[src/hdl/btm_pkg.sv]
// ----------------------------------------------------------------------------
// btm_pkg: shared types and constants
// Item, result and queue entry types plus register indexes for the
// 3x3 binary template matcher.
// ----------------------------------------------------------------------------
package btm_pkg;

  // configuration register indexes
  localparam logic [1:0] CFG_TEMPLATE = 2'd0;
  localparam logic [1:0] CFG_WIDTH    = 2'd1;
  localparam logic [1:0] CFG_HEIGHT   = 2'd2;

  localparam logic [8:0] TEMPLATE_RESET = 9'd0;
  localparam logic [6:0] WIDTH_RESET    = 7'd10;
  localparam logic [6:0] HEIGHT_RESET   = 7'd10;

  localparam logic [6:0] MIN_SIZE   = 7'd3;
  localparam logic [6:0] MAX_HEIGHT = 7'd64;

  // window bits that survive the one-column shift
  localparam logic [8:0] ROW_MASK = 9'h0DB;

  // queue between front and back
  localparam int            QUEUE_DEPTH = 4;
  localparam int            QPTR_W      = 2;
  localparam logic [QPTR_W:0] QUEUE_FULL = 3'd4;

  typedef struct packed {
    logic pixel;
    logic frame_end;
  } item_t;

  typedef struct packed {
    logic [3:0] match_count;
    logic [5:0] best_column;
    logic [5:0] best_row;
    logic [8:0] best_window;
  } result_t;

  // one classified pixel handed from front to back
  typedef struct packed {
    logic [8:0] window;
    logic [5:0] column;
    logic [5:0] row;
    logic       eligible;
    logic       first;
    logic       frame_end;
  } work_t;

  function automatic logic [3:0] ones9(input logic [8:0] v);
    logic [3:0] n;
    n = 4'd0;
    for (int b = 0; b < 9; b++) begin
      n = n + {3'd0, v[b]};
    end
    return n;
  endfunction

endpackage

[src/hdl/btm_queue.sv]
// ----------------------------------------------------------------------------
// btm_queue: work queue
// Short first-in first-out queue of classified pixels between the front
// and the back.
// ----------------------------------------------------------------------------
module btm_queue
  import btm_pkg::*;
(
  input  logic            clk,
  input  logic            rst,
  input  logic            push,
  input  work_t           push_data,
  input  logic            pop,
  output work_t           head,
  output logic            not_empty,
  output logic [QPTR_W:0] count
);

  work_t             entries [QUEUE_DEPTH];
  logic [QPTR_W-1:0] wr_ptr;
  logic [QPTR_W-1:0] rd_ptr;

  assign head      = entries[rd_ptr];
  assign not_empty = (count != '0);

  always_ff @(posedge clk) begin
    if (push) begin
      entries[wr_ptr] <= push_data;
    end
  end

  always_ff @(posedge clk) begin
    if (rst) begin
      wr_ptr <= '0;
      rd_ptr <= '0;
      count  <= '0;
    end else begin
      if (push) wr_ptr <= wr_ptr + 1'b1;
      if (pop)  rd_ptr <= rd_ptr + 1'b1;
      count <= count + {{QPTR_W{1'b0}}, push} - {{QPTR_W{1'b0}}, pop};
    end
  end

endmodule

[src/hdl/btm_front.sv]
// ----------------------------------------------------------------------------
// btm_front: raster front end
// Accepts pixels, tracks column and row, keeps the two line stores and
// the 3x3 window, and queues each pixel with its classification.
// ----------------------------------------------------------------------------
module btm_front
  import btm_pkg::*;
#(
  parameter int MAX_WIDTH = 64
) (
  input  logic            clk,
  input  logic            rst,
  input  logic [6:0]      width,
  input  logic [6:0]      height,
  input  item_t           item,
  input  logic            item_valid,
  output logic            item_ready,
  input  logic [QPTR_W:0] q_count,
  output logic            push,
  output work_t           push_data
);

  localparam int DEPTH  = (MAX_WIDTH < 127) ? MAX_WIDTH : 127;
  localparam int ADDR_W = (DEPTH > 1) ? $clog2(DEPTH) : 1;

  // line store: bit 1 top line, bit 0 middle line
  logic [1:0]        line_mem [DEPTH];
  logic [DEPTH-1:0]  line_valid;

  logic [ADDR_W-1:0] column_count;
  logic [6:0]        row_count;
  logic [7:0]        col8;
  logic              accept;
  logic              active;

  // stage 1
  logic              s1_valid;
  logic              s1_active;
  logic              s1_pixel;
  logic              s1_frame_end;
  logic              s1_eligible;
  logic              s1_first;
  logic [ADDR_W-1:0] s1_addr;
  logic [5:0]        s1_column;
  logic [5:0]        s1_row;
  logic [1:0]        s1_rd;
  logic              s1_rd_valid;

  logic [8:0]        window_bits;
  logic [8:0]        window_next;
  logic              top;
  logic              mid;

  logic [QPTR_W:0]   in_flight;

  assign in_flight  = q_count + {{QPTR_W{1'b0}}, s1_valid};
  assign item_ready = (in_flight < QUEUE_FULL);
  assign accept     = item_valid && item_ready;
  assign col8       = 8'(column_count);
  assign active     = (row_count < height);

  always_ff @(posedge clk) begin
    if (rst) begin
      column_count <= '0;
      row_count    <= '0;
      s1_valid     <= 1'b0;
    end else begin
      s1_valid <= accept;
      if (accept) begin
        if (item.frame_end) begin
          column_count <= '0;
          row_count    <= '0;
        end else if (active) begin
          if (col8 + 8'd1 >= {1'b0, width}) begin
            column_count <= '0;
            row_count    <= row_count + 7'd1;
          end else begin
            column_count <= column_count + 1'b1;
          end
        end
      end
    end
  end

  // classification and registered line store read
  always_ff @(posedge clk) begin
    if (accept) begin
      s1_active    <= active;
      s1_pixel     <= item.pixel;
      s1_frame_end <= item.frame_end;
      s1_eligible  <= active && (col8 >= 8'd2) && (row_count >= 7'd2);
      s1_first     <= active && (col8 == 8'd2) && (row_count == 7'd2);
      s1_addr      <= column_count;
      s1_column    <= 6'(col8 - 8'd2);
      s1_row       <= 6'(row_count - 7'd2);
      s1_rd        <= line_mem[column_count];
      s1_rd_valid  <= line_valid[column_count];
    end
  end

  assign top = s1_rd_valid & s1_rd[1];
  assign mid = s1_rd_valid & s1_rd[0];
  assign window_next = ((window_bits >> 1) & ROW_MASK) | {6'd0, top, 2'd0}
                     | {3'd0, mid, 5'd0} | {s1_pixel, 8'd0};

  always_ff @(posedge clk) begin
    if (s1_valid && s1_active) begin
      line_mem[s1_addr] <= {mid, s1_pixel};
    end
  end

  always_ff @(posedge clk) begin
    if (rst) begin
      line_valid  <= '0;
      window_bits <= '0;
    end else if (s1_valid) begin
      if (s1_active) begin
        line_valid[s1_addr] <= 1'b1;
      end
      if (s1_frame_end) begin
        window_bits <= '0;
      end else if (s1_active) begin
        window_bits <= window_next;
      end
    end
  end

  assign push                = s1_valid;
  assign push_data.window    = window_next;
  assign push_data.column    = s1_column;
  assign push_data.row       = s1_row;
  assign push_data.eligible  = s1_eligible;
  assign push_data.first     = s1_first;
  assign push_data.frame_end = s1_frame_end;

endmodule

[src/hdl/btm_back.sv]
// ----------------------------------------------------------------------------
// btm_back: match scoring back end
// Scores each window against the template, keeps the best one and
// presents the frame result in an output register.
// ----------------------------------------------------------------------------
module btm_back
  import btm_pkg::*;
(
  input  logic       clk,
  input  logic       rst,
  input  logic [8:0] template_bits,
  input  work_t      head,
  input  logic       not_empty,
  output logic       pop,
  output result_t    result,
  output logic       result_valid,
  input  logic       result_ready
);

  logic [3:0] best_count;
  logic [5:0] best_col_reg;
  logic [5:0] best_row_reg;
  logic [8:0] best_window_reg;

  logic [3:0] cnt;
  logic       take;
  logic [3:0] count_next;
  logic [5:0] col_next;
  logic [5:0] row_next;
  logic [8:0] window_next;

  assign pop  = not_empty && (!result_valid || result_ready);
  assign cnt  = ones9(~(head.window ^ template_bits));
  assign take = head.eligible && (head.first || (cnt > best_count));

  always_comb begin
    count_next  = take ? cnt         : best_count;
    col_next    = take ? head.column : best_col_reg;
    row_next    = take ? head.row    : best_row_reg;
    window_next = take ? head.window : best_window_reg;
  end

  always_ff @(posedge clk) begin
    if (rst) begin
      best_count      <= '0;
      best_col_reg    <= '0;
      best_row_reg    <= '0;
      best_window_reg <= '0;
      result_valid    <= 1'b0;
    end else begin
      if (pop && head.frame_end) begin
        result_valid <= 1'b1;
      end else if (result_valid && result_ready) begin
        result_valid <= 1'b0;
      end
      if (pop) begin
        if (head.frame_end) begin
          best_count      <= '0;
          best_col_reg    <= '0;
          best_row_reg    <= '0;
          best_window_reg <= '0;
        end else begin
          best_count      <= count_next;
          best_col_reg    <= col_next;
          best_row_reg    <= row_next;
          best_window_reg <= window_next;
        end
      end
    end
  end

  always_ff @(posedge clk) begin
    if (pop && head.frame_end) begin
      result.match_count <= count_next;
      result.best_column <= col_next;
      result.best_row    <= row_next;
      result.best_window <= window_next;
    end
  end

endmodule

[src/hdl/binary_template_match_3x3.sv]
// ----------------------------------------------------------------------------
// binary_template_match_3x3: streaming 3x3 binary template matcher
// Finds the window of a binary raster image that best matches a 3x3
// template and reports it once per frame.
// ----------------------------------------------------------------------------
// Pixels arrive one per request in raster order; the request flagged
// frame_end closes the frame and yields one result: the highest count of
// window pixels equal to the template, the top-left corner of the first
// window reaching it, and that window's bits. The block takes one pixel
// per clock cycle while the work queue has room; a frame_end pixel passes
// through the stage 1 register (line store read at acceptance), then the
// work queue (window update and queue push), then the scoring into the
// output register, and a result waiting in the output register does not
// hold up input until the four-entry work queue fills. Width is clamped
// to 3..MAX_WIDTH (and 127), height to 3..64. Line store entries not yet
// written since reset read as zero through per-column valid bits, so no
// clearing pass is needed. Configuration writes are always ready and
// take effect at once.
// ----------------------------------------------------------------------------
module binary_template_match_3x3
  import btm_pkg::*;
#(
  parameter int MAX_WIDTH = 64
) (
  input  logic       clk,
  input  logic       rst,
  // pixel channel
  input  item_t      item,
  input  logic       item_valid,
  output logic       item_ready,
  // result channel
  output result_t    result,
  output logic       result_valid,
  input  logic       result_ready,
  // configuration write channel
  input  logic [1:0] cfg_index,
  input  logic [8:0] cfg_data,
  input  logic       cfg_valid,
  output logic       cfg_ready
);

  localparam int         EFF_MAX  = (MAX_WIDTH < 127) ? MAX_WIDTH : 127;
  localparam logic [6:0] EFF_MAX7 = 7'(EFF_MAX);

  // configuration registers
  logic [8:0] template_bits;
  logic [6:0] image_width;
  logic [6:0] image_height;

  // clamped sizes
  logic [6:0] width;
  logic [6:0] height;

  // front to queue to back
  logic            push;
  work_t           push_data;
  logic            pop;
  work_t           head;
  logic            not_empty;
  logic [QPTR_W:0] q_count;

  assign cfg_ready = 1'b1;

  always_ff @(posedge clk) begin
    if (rst) begin
      template_bits <= TEMPLATE_RESET;
      image_width   <= WIDTH_RESET;
      image_height  <= HEIGHT_RESET;
    end else if (cfg_valid && cfg_ready) begin
      case (cfg_index)
        CFG_TEMPLATE: template_bits <= cfg_data;
        CFG_WIDTH:    image_width   <= cfg_data[6:0];
        CFG_HEIGHT:   image_height  <= cfg_data[6:0];
        default:      ;  // unused index, write ignored
      endcase
    end
  end

  // clamp sizes into the supported range
  always_comb begin
    if (image_width < MIN_SIZE) begin
      width = MIN_SIZE;
    end else if (image_width > EFF_MAX7) begin
      width = EFF_MAX7;
    end else begin
      width = image_width;
    end
    if (image_height < MIN_SIZE) begin
      height = MIN_SIZE;
    end else if (image_height > MAX_HEIGHT) begin
      height = MAX_HEIGHT;
    end else begin
      height = image_height;
    end
  end

  // front: counters, line stores, window, classification
  btm_front #(
    .MAX_WIDTH (MAX_WIDTH)
  ) u_front (
    .clk        (clk),
    .rst        (rst),
    .width      (width),
    .height     (height),
    .item       (item),
    .item_valid (item_valid),
    .item_ready (item_ready),
    .q_count    (q_count),
    .push       (push),
    .push_data  (push_data)
  );

  // work queue decouples the two halves
  btm_queue u_queue (
    .clk       (clk),
    .rst       (rst),
    .push      (push),
    .push_data (push_data),
    .pop       (pop),
    .head      (head),
    .not_empty (not_empty),
    .count     (q_count)
  );

  // back: scoring, best tracking, result register
  btm_back u_back (
    .clk           (clk),
    .rst           (rst),
    .template_bits (template_bits),
    .head          (head),
    .not_empty     (not_empty),
    .pop           (pop),
    .result        (result),
    .result_valid  (result_valid),
    .result_ready  (result_ready)
  );

  // queue never overflows: credit check covers the front's in-flight pixel
  a_no_overflow: assert property (@(posedge clk) disable iff (rst)
    !(push && !pop && (q_count == QUEUE_FULL)))
    else $error("work queue overflow");

  // back never pops an empty queue
  a_no_underflow: assert property (@(posedge clk) disable iff (rst)
    pop |-> not_empty)
    else $error("work queue underflow");

  // a shown result never scores above nine
  a_count_range: assert property (@(posedge clk) disable iff (rst)
    result_valid |-> (result.match_count <= 4'd9))
    else $error("match count out of range");

  // a frame-end pixel taken by the back leads to a result next cycle
  a_result_follows: assert property (@(posedge clk) disable iff (rst)
    (pop && head.frame_end) |=> result_valid)
    else $error("frame end without result");

endmodule
[config.mk]
export PLATFORM = sky130hd
export DESIGN_NAME = binary_template_match_3x3
export DESIGN_NICKNAME = d
export VERILOG_FILES = /design/src/hdl/btm_pkg.sv /design/src/hdl/btm_queue.sv /design/src/hdl/btm_front.sv /design/src/hdl/btm_back.sv /design/src/hdl/binary_template_match_3x3.sv
export SDC_FILE = /design/constraint.sdc
export NUM_CORES = 1
export LEC_CHECK = 0
export ABC_AREA = 0
export BUFFER_PORTS_ARGS = -buffer_cell sky130_fd_sc_hd__buf_2
export CAP_MARGIN = 20
export CORE_MARGIN = 2
export CORE_UTILIZATION = 55
export DETAILED_ROUTE_END_ITERATION = 10
export GPL_ROUTABILITY_DRIVEN = 0
export HOLD_SLACK_MARGIN = 0.08
export PLACE_DENSITY = 0.76
export SYNTH_ARGS = -nofsm -noshare
export SYNTH_HDL_FRONTEND = slang
export SYNTH_SLANG_ARGS = --single-unit
[constraint.sdc]
create_clock -name clk -period 7.28 [get_ports clk]
set_input_delay 1.456 -clock clk [delete_from_list [all_inputs] [get_ports clk]]
set_output_delay 1.456 -clock clk [all_outputs]
set_load 0.02 [all_outputs]
Word-level counts from Yosys, hierarchy flattened --
Memories as Yosys holds them, arrays and structs flattened. A register that Yosys moved wholly into a read port is not among the register bits. Cells that the tools add are included.
Storage, ports and cells: bits in writable memories 224, word-level logic and storage cells 132, ROM bits 0, memories kept 2, bits in latches 0, flip-flop bits (word level) 192, input bits 18
Memory list:
- u_front.line_mem | depth 64, width 2, rd ports 1, clocked after memory_dff 1, wr ports 1, line btm_front.sv:27 | logic [1:0] line_mem [DEPTH];
- u_queue.entries | depth 4, width 24, rd ports 1, clocked after memory_dff 1, wr ports 1, line btm_queue.sv:19 | work_t entries [QUEUE_DEPTH];
Operators by class: magnitude comparators 13, reduce and logical (&&, ||, !) cells 27, shift-type cells 0, multipliers 0, equality and inequality tests 4, add/sub/neg operators 17, div/mod/pow operators 0, mux-type cells 32, bitwise gates (word level) 8
Operator list (number):
- $or 64x64->64 | 1
- $mux 7 | 7
- $mux 6 | 7
- $mux 9 | 4
- $add 4x1->4 | 7
- $gt 7x7->1 const B | 2
- $lt 6x7->1 const B | 2
- $lt 7x2->1 const B | 2
- $reduce_and 2->1 | 6
- $sub 6x2->6 const B | 2
- $logic_and 1x1->1 | 11
- $not 9->9 | 1
- $or 9x6->9 | 1
- $or 9x9->9 | 1
- $xor 9x9->9 | 1
- $ge 8x7->1 | 1
- $mux 1 | 8
- $mux 4 | 2
- $or 8x3->8 | 1
- $reduce_bool 2->1 | 4
- $add 6x1->7 const B | 1
- $add 7x1->7 const B | 1
- $eq 7x2->1 const B | 1
- $ge 7x2->1 const B | 1
- other kinds (22) | 26

Longest topological paths before layout --
Gate-level depths: netlist of run 1.
depth after elaboration 15, mapped depth 23

Modules after synthesis --
A second synthesis of run 1 with hierarchy kept.
Second synthesis, totals: cells, all modules 1217, area total of the unflattened synthesis 17399.2 µm²
By module, submodules not included:
- btm_front | area each 9978.3 µm², seq. area each 6276.0 µm², cells each 774, times used 1
- btm_queue | area each 3937.5 µm², seq. area each 3062.9 µm², cells each 167, times used 1
- btm_back | area each 2404.8 µm², seq. area each 1271.2 µm², cells each 164, times used 1
- binary_template_match_3x3 | area each 1078.5 µm², seq. area each 460.4 µm², cells each 112, times used 1

Least setup slack after synthesis of run 1 --
OpenSTA, ideal clock, no wires.
kind reg-to-reg, start register with a tool-made name, end register u_back.result[10] (netlist name), data required time 7020 ps, buffers on the path 4, cell stages (with the launch flop) 23, arrival 5623 ps, path slack 1398 ps, library setup time 260 ps, period minus slack after synthesis 5882 ps, path through dfxtp_1 > buf_6 > buf_2 > mux4_2 > xnor2_1 > ha_1 > inv_1 > fa_1 > fa_1 > inv_1 > fa_1 > ha_1 > inv_1 > fa_1 > inv_1 > ha_1 > nor2b_1 > o211ai_1 > a21oi_1 > o21ai_1 > buf_2 > buf_4 > mux2_2

==> summary.md, run 1 <==
| Metric | Value |
|---|---|
| Status | `finished clean` |
| Unrepaired setup endpoints after global routing | `false` |
| Slew Limit Fails | `0` |
| Crit-path max FO | `21` |
| Power Density | `395 nW/um^2` |
| Root Driver | `clkbuf_16` |
| First-pass GRT wire length | `52.3 mm` |
| Startpoint Class | `register` |
| Register area share after synthesis | `65.7%` |
| Number of clock sinks | `416` |
| Synthesized cell area | `16,900 um^2` |
| Max-Cap Viols | `0` |
| I/O pin count | `46` |
| Crit end category | `register` |
| Gate Count Post-Synth | `1,152` |
| Hold Buf Count CTS | `0` |
| Final WS setup | `995 ps` |
| DP Wirelength | `21.4 mm` |
| Area Overhead vs Synth | `12.1%` |
| Worst clock skew | `21.3 ps` |
| Biggest regs | `u_front.line_mem (128), u_queue.entries (96), u_front.line_valid (64)` |
| DRT antenna net count | `0` |
| WP data arrival | `6570 ps` |
| PortBufs | `44` |
| YS warnings | `0` |
| Hold Fails Final Rpt | `0` |
| Die H | `179 um` |
| Worst-margin pin slew | `992 ps` |
| Complex-gate fraction of the synthesized area | `5.74%` |
| Number of fill cells in the layout | `2,137` |
| Final period util | `86.3%` |
| Post-synth top area cell | `edfxtp_1` |
| Initial core utilization | `55.5%` |
| Routed wl met2 | `16.3 mm` |
| Biggest register | `u_front.line_mem` |
| Tot GR Track Use | `21.3%` |
| Drt first pass iters | `5` |
| Distinct cells, synth | `65` |
| Cell row count | `64` |
| Post-Synth Simple-Gate Area | `8.43%` |
| CTS tree | `built` |
| GRT Residual Overflow | `0` |
| DR iter-0 viols | `958` |
| Nets@finish | `1,264` |
| CTS Buffer Depth | `3` |
| Top FF cell, synth | `edfxtp_1` |
| Post-Route M1 WL | `14.4 mm` |
| Vias per inst | `5.88` |
| Post-synthesis mux area share | `12.9%` |
| Core ar. | `30,300 um^2` |
| Synth cell count leaders | `edfxtp_1, nor2_1, dfxtp_1, mux4_2` |
| WP data required | `7560 ps` |
| Die ar. | `32,100 um^2` |
| Die span in x | `179 um` |
| Post-CTS Setup Inserts | `0` |
| Main combinational cell family by area after synthesis | `multiplexers` |
| # H-tree levels | `2` |
| Setup Viol. Count Final | `0` |
| Share of cells above drive strength 1 | `21.3%` |
| Post-synth top area share | `48.8%` |
| Most area-consuming cells after synthesis | `edfxtp_1, dfxtp_1, mux4_2, nor2_1, ha_1` |
| DR top layer | `met4` |
| HP Class | `register to register` |
| Min Hold Slack | `464 ps` |
| Antenna violations before repair | `0` |
| Worst ir drop on vdd | `0.272 mV` |
| Overall Power | `7.47 mW` |
| Adder-cell share of the synthesized area | `3.49%` |
| EDFF count, synth | `274` |
| Num CTS Buffers | `42` |
| Tmin final | `6290 ps` |
| Met3 wire length | `1.88 mm` |
| Most common cell in the synthesized netlist | `edfxtp_1` |
| Achievable frequency | `0.159 GHz` |
| Post-Synth XOR/XNOR Area | `1.30%` |
| # DRC | `0` |
| PostCTS Resize Cnt | `0` |
| Ant diodes | `0` |
| Later-pin clock latency in the skew report | `540 ps` |
| Setup WS pre-CTS | `949 ps` |
| Syn Area/Cell | `14.6 um^2` |
| Slew headroom | `33.6%` |
| Seq cells post-synth | `416` |
| Via count | `9,602` |
| Leakage power total | `6.57 nW` |
| Setup CP Type | `register to register` |
| Fin Setup TNS | `0 ps` |
| DRT Wirelength | `33.5 mm` |
| Max reg flops | `128` |
| Hold path start | `u_front.line_valid[38]` |
| Largest net degree at the start of global routing | `65` |
| Via count of the first global-routing pass | `9,482` |
| WL/cell | `20.5 um` |
| Async SR Flop Fraction | `0%` |
| Clock slew at the register clock pins of the worst setup and hold paths | `60 ps` |
| Net count after synthesis | `1,214` |
==> power by group <==
part | internal, mW | switching, mW | leakage [nW]
Clock | 1.31 | 0.900 | 0.698
Combinational | 0.995 | 1.26 | 2.26
Sequential | 2.88 | 0.119 | 3.61
Total | 5.18 | 2.28 | 6.56
==> final timing paths <==
kind | to | slack [ps] | cells after the start
worst max-delay path | u_back.result[8] | 990 | 19
worst min-delay path | u_front.line_valid[38] | 460 | 2
worst max register to register | u_back.result[8] | 990 | 19
worst min register to register | u_front.line_valid[38] | 460 | 2
==> routing by layer <==
layer	up-vias	global-route usage [%]
met5	-	0.160
met4	0	6.27
met3	77	3.22
met2	311	34.9
met1	4835	29.6
li1	4379	-
==> cell families (layout without fill, tap and decap cells) <==
| logic type | after synthesis | after routing |
|---|---|---|
| other | 1 | 1 |
| buffers and inverters | 93 | 177 |
| and+or+nand+nor | 328 | 328 |
| muxes | 121 | 121 |
| DFF | 416 | 416 |
| adders and majority gates | 44 | 44 |
| xor gates and xnor gates | 25 | 25 |
| AOI/OAI and AO/OA | 124 | 124 |
==> cell usage in the layout (no fill, tap or decap), types with 14 or more instances in the layout <==
master	n
nand2_1	39
mux2_2	23
ha_1	39
a22o_1	16
a22oi_1	14
buf_4	17
o21ba_2	14
mux2i_1	24
mux4_2	74
nor2_1	223
dfxtp_1	140
a21oi_1	23
edfxtp_1	274
buf_2	43
clkbuf_16	43
inv_1	36
xnor2_1	14
==> layout make-up <==
cell class,instances,area [um^2],area share [%]
flip-flops and latches,416,11100,58.6
multi-input cells,643,5380,28.5
clock buffers,53,1150,6.11
well taps,396,495,2.62
repair buffers,61,370,1.96
clock inverters,25,273,1.44
inverters,38,143,0.755
==> critical path, cell delays in order, from the launching register on <==
cell and delay [ps]:
dfxtp_1 680, mux4_2 440, xnor2_1 160, ha_1 300, inv_1 60, fa_1 500, fa_1 540, inv_1 50
fa_1 540, ha_1 170, inv_1 50, fa_1 500, inv_1 70, ha_1 280, nor2b_1 140, o211ai_1 150
a21oi_1 120, o21ai_2 510, buf_4 380, mux2_2 380
==> stage by stage <==
step / cells / util, % / instance area (um^2)
finish: 1632 / 62.3 / 18900
global route: 1632 / 62.3 / 18900
global placement: 1553 / 57.5 / 17400
CTS: 1631 / 62.2 / 18900
floorplan: 1152 / - / 16900
detailed placement: 1553 / 57.5 / 17400
No activity file was read; power rests on OpenSTA's default activity.
==> run 2: changes to the inputs <==
RECOVER_POWER = 25   (was not set)
SKIP_LAST_GASP = 1   (was not set)
==> run 2 against run 1 <==
  * The flow now finishes with violations (max-capacitance violations, max-slew violations)
  * Die area unchanged
  * Total power is 0.15% lower
  * Combinational power is essentially flat
  * Sequential cell count did not move
  * Fmax down 0.13%
  * Clock-buffer cell count unchanged
  * Via count down 0.70%
  * Global-route usage unchanged
  * Final cell count stayed put
  * Wire length barely moved
  * Critical path type unchanged
  * Critical endpoint unchanged
==> summary.md, run 2 (same netlist as run 1, synthesis figures left out) <==
| Metric | Value |
|---|---|
| Status | `complete, but fails checks` |
| Failing checks | `max-capacitance violations, max-slew violations` |
| Vias per inst | `5.84 (-0.70%)` |
| Achievable frequency | `0.159 GHz (-0.13%)` |
| Crit Reg-Reg Endpoint | `u_back.result[8]` |
| Biggest regs | `u_front.line_mem (128), u_queue.entries (96), u_front.line_valid (64)` |
| Nets@finish | `1,264 (unchanged)` |
| Slew headroom | `-68.6% (-100 points)` |
| Max-Cap Viols | `1 (+1)` |
| CP max stage cell | `dfxtp_1` |
| Initial core utilization | `55.5% (unchanged)` |
| Root Driver | `clkbuf_16` |
| CTS tree | `built` |
| Die H | `179 um (unchanged)` |
| Setup CP Type | `register to register` |
| Most common cell after layout, fill and taps aside | `edfxtp_1` |
| Sw frac | `30.5% (-0.083 points)` |
| Die span in x | `179 um (unchanged)` |
| Setup Viol. Count Final | `0 (unchanged)` |
| First-pass GRT wire length | `52.3 mm (unchanged)` |
| Post-CTS Setup Inserts | `0 (unchanged)` |
| Die ar. | `32,100 um^2 (unchanged)` |
| Hold Buf Count CTS | `0 (unchanged)` |
| Clock slew at the register clock pins of the worst setup and hold paths | `60 ps (about the same)` |
| Number of clock sinks | `416 (unchanged)` |
| Startpoint Class | `register` |
| DRT antenna net count | `0 (unchanged)` |
| Fin Setup TNS | `0 ps (unchanged)` |
| Biggest register | `u_front.line_mem` |
| Min Hold Slack | `464 ps (-0.0200 ps)` |
| PostCTS Resize Cnt | `0 (unchanged)` |
| DRT Wirelength | `33.5 mm (about the same)` |
| Cell row count | `64 (unchanged)` |
| Worst R2R Path Depth | `19 (unchanged)` |
| Final period util | `86.4% (+0.11 points)` |
| Core ar. | `30,300 um^2 (unchanged)` |
| Clock network power share | `29.6% (about the same)` |
| Util after Layout | `62.2% (about the same)` |
| Tot GR Track Use | `21.3% (unchanged)` |
| R2r setup slk | `990 ps (about the same)` |
| Later-pin clock latency in the skew report | `550 ps (about the same)` |
| Max reg flops | `128 (unchanged)` |
| I/O pin count | `46 (unchanged)` |
| # DRC | `0 (unchanged)` |
| # H-tree levels | `2 (unchanged)` |
| WP data arrival | `6570 ps (about the same)` |
| Leakage power total | `6.54 nW (-0.31%)` |
| HP Class | `register to register` |
| WL/cell | `20.5 um (about the same)` |
| End of the worst hold path | `u_front.line_valid[38]` |
| Via count of the first global-routing pass | `9,482 (unchanged)` |
| Largest net degree at the start of global routing | `65 (unchanged)` |
| Power Density | `395 nW/um^2 (about the same)` |
| Net Switching | `2.27 mW (-0.42%)` |
| Worst-margin pin slew | `2530 ps (+1540 ps)` |
| Num CTS Buffers | `42 (unchanged)` |
| Comb pwr share | `30.1% (-0.2 points)` |
| PortBufs | `44 (unchanged)` |
| DP Wirelength | `21.4 mm (unchanged)` |
| Tmin final | `6290 ps (+8.18 ps)` |
| Area Overhead vs Synth | `12.0% (about the same)` |
| Slew Limit Fails | `65 (+65)` |
| P_int | `5.18 mW (about the same)` |
| Worst clock skew | `19.7 ps (-1.58 ps)` |
| Antenna violations before repair | `0 (unchanged)` |
| Ant diodes | `0 (unchanged)` |
| Share of cells above drive strength 1 | `20.8% (-0.49 points)` |
| Delay of the slowest critical-path stage | `680 ps (about the same)` |
| DR iter-0 viols | `886 (-7.5%)` |
| Hold path start | `u_front.line_valid[38]` |
| Sequential share of power | `40.3% (about the same)` |
| Number of fill cells in the layout | `2,143 (+0.28%)` |
| CP cell instances | `mux4_2, xnor2_1, ha_1, inv_1, fa_1, fa_1, inv_1, fa_1, ha_1, inv_1, fa_1, inv_1, ha_1, nor2b_1, o211ai_1, a21oi_1, o21ai_2, buf_4, mux2_2` |
| GRT Residual Overflow | `0 (unchanged)` |
| Commonest non-fill, non-tap cells in the layout | `edfxtp_1, nor2_1, dfxtp_1` |
| Hold Fails Final Rpt | `0 (unchanged)` |
| Crit-path max FO | `21 (unchanged)` |
| Via count | `9,535 (-0.70%)` |
| WP data required | `7560 ps (about the same)` |
| Unrepaired setup endpoints after global routing | `false` |
| Worst Hold Depth | `2 (unchanged)` |
| Drt first pass iters | `5 (unchanged)` |
| CTS Buffer Depth | `3 (unchanged)` |
| Worst ir drop on vdd | `0.271 mV (-0.62%)` |
| Crit end category | `register` |
-- run 2: how the worst max path moves through the flow --
stage / from / to / slack [ps] / cells past startpoint
after global routing: register / u_back.result[10] / 640 / 19
final: register / u_back.result[8] / 990 / 19
after global placement: register / u_back.result[6] / 1120 / 19
after CTS: register / u_back.result[8] / 930 / 19
after floorplan: register / u_back.result[10] / 1400 / 22
after detailed placement: register / u_back.result[8] / 950 / 19
-- run 2: final cells by class --
cell class | count | area [um^2] | share of cell area (%)
Clock buffer | 53 | 1150 | 6.11
Clock inverter | 25 | 273 | 1.44
Timing Repair Buffer | 61 | 357 | 1.89
Multi-Input combinational cell | 643 | 5380 | 28.5
Inverter | 38 | 143 | 0.756
Sequential cell | 416 | 11100 | 58.7
Tap cell | 396 | 495 | 2.62
-- run 2: power groups by stage --
stage | sequential, mW | combinational [mW] | clock, mW
floorplan | 3.10 | 1.66 | 0
global placement | 3.05 | 2.14 | 0
detailed placement | 3.05 | 2.23 | 0
CTS | 3.00 | 2.26 | 2.24
global route | 3.03 | 2.48 | 2.32
finish | 3.00 | 2.25 | 2.21
-- run 2: stage by stage --
stage	std cells	total power, mW	setup slack, ps	instance area, um^2
after floorplan	1152	4.76	1400	16900
after global placement	1553	5.18	1120	17400
after detailed placement	1553	5.28	949	17400
after CTS	1631	7.50	929	18900
after global routing	1632	7.84	640	18900
final	1632	7.46	987	18900
-- run 2: metal layers --
layer	GRT usage, %	part of all wire (%)	routed length, um	up-vias
met5	0.160	0	0	-
met4	6.27	2.4	788	0
met3	3.22	5.5	1850	67
met2	34.9	49	16400	317
met1	29.6	43	14500	4775
li1	-	-	-	4376
-- run 2: critical path: cells and delay by family, from the launching register on --
family	cells	cell delay [ps]
fa+ha+maj	7	2820
mux	2	820
compound gates	3	790
flops	1	680
buf+inv	5	610
xor+xnor	1	160
simple gates	1	140
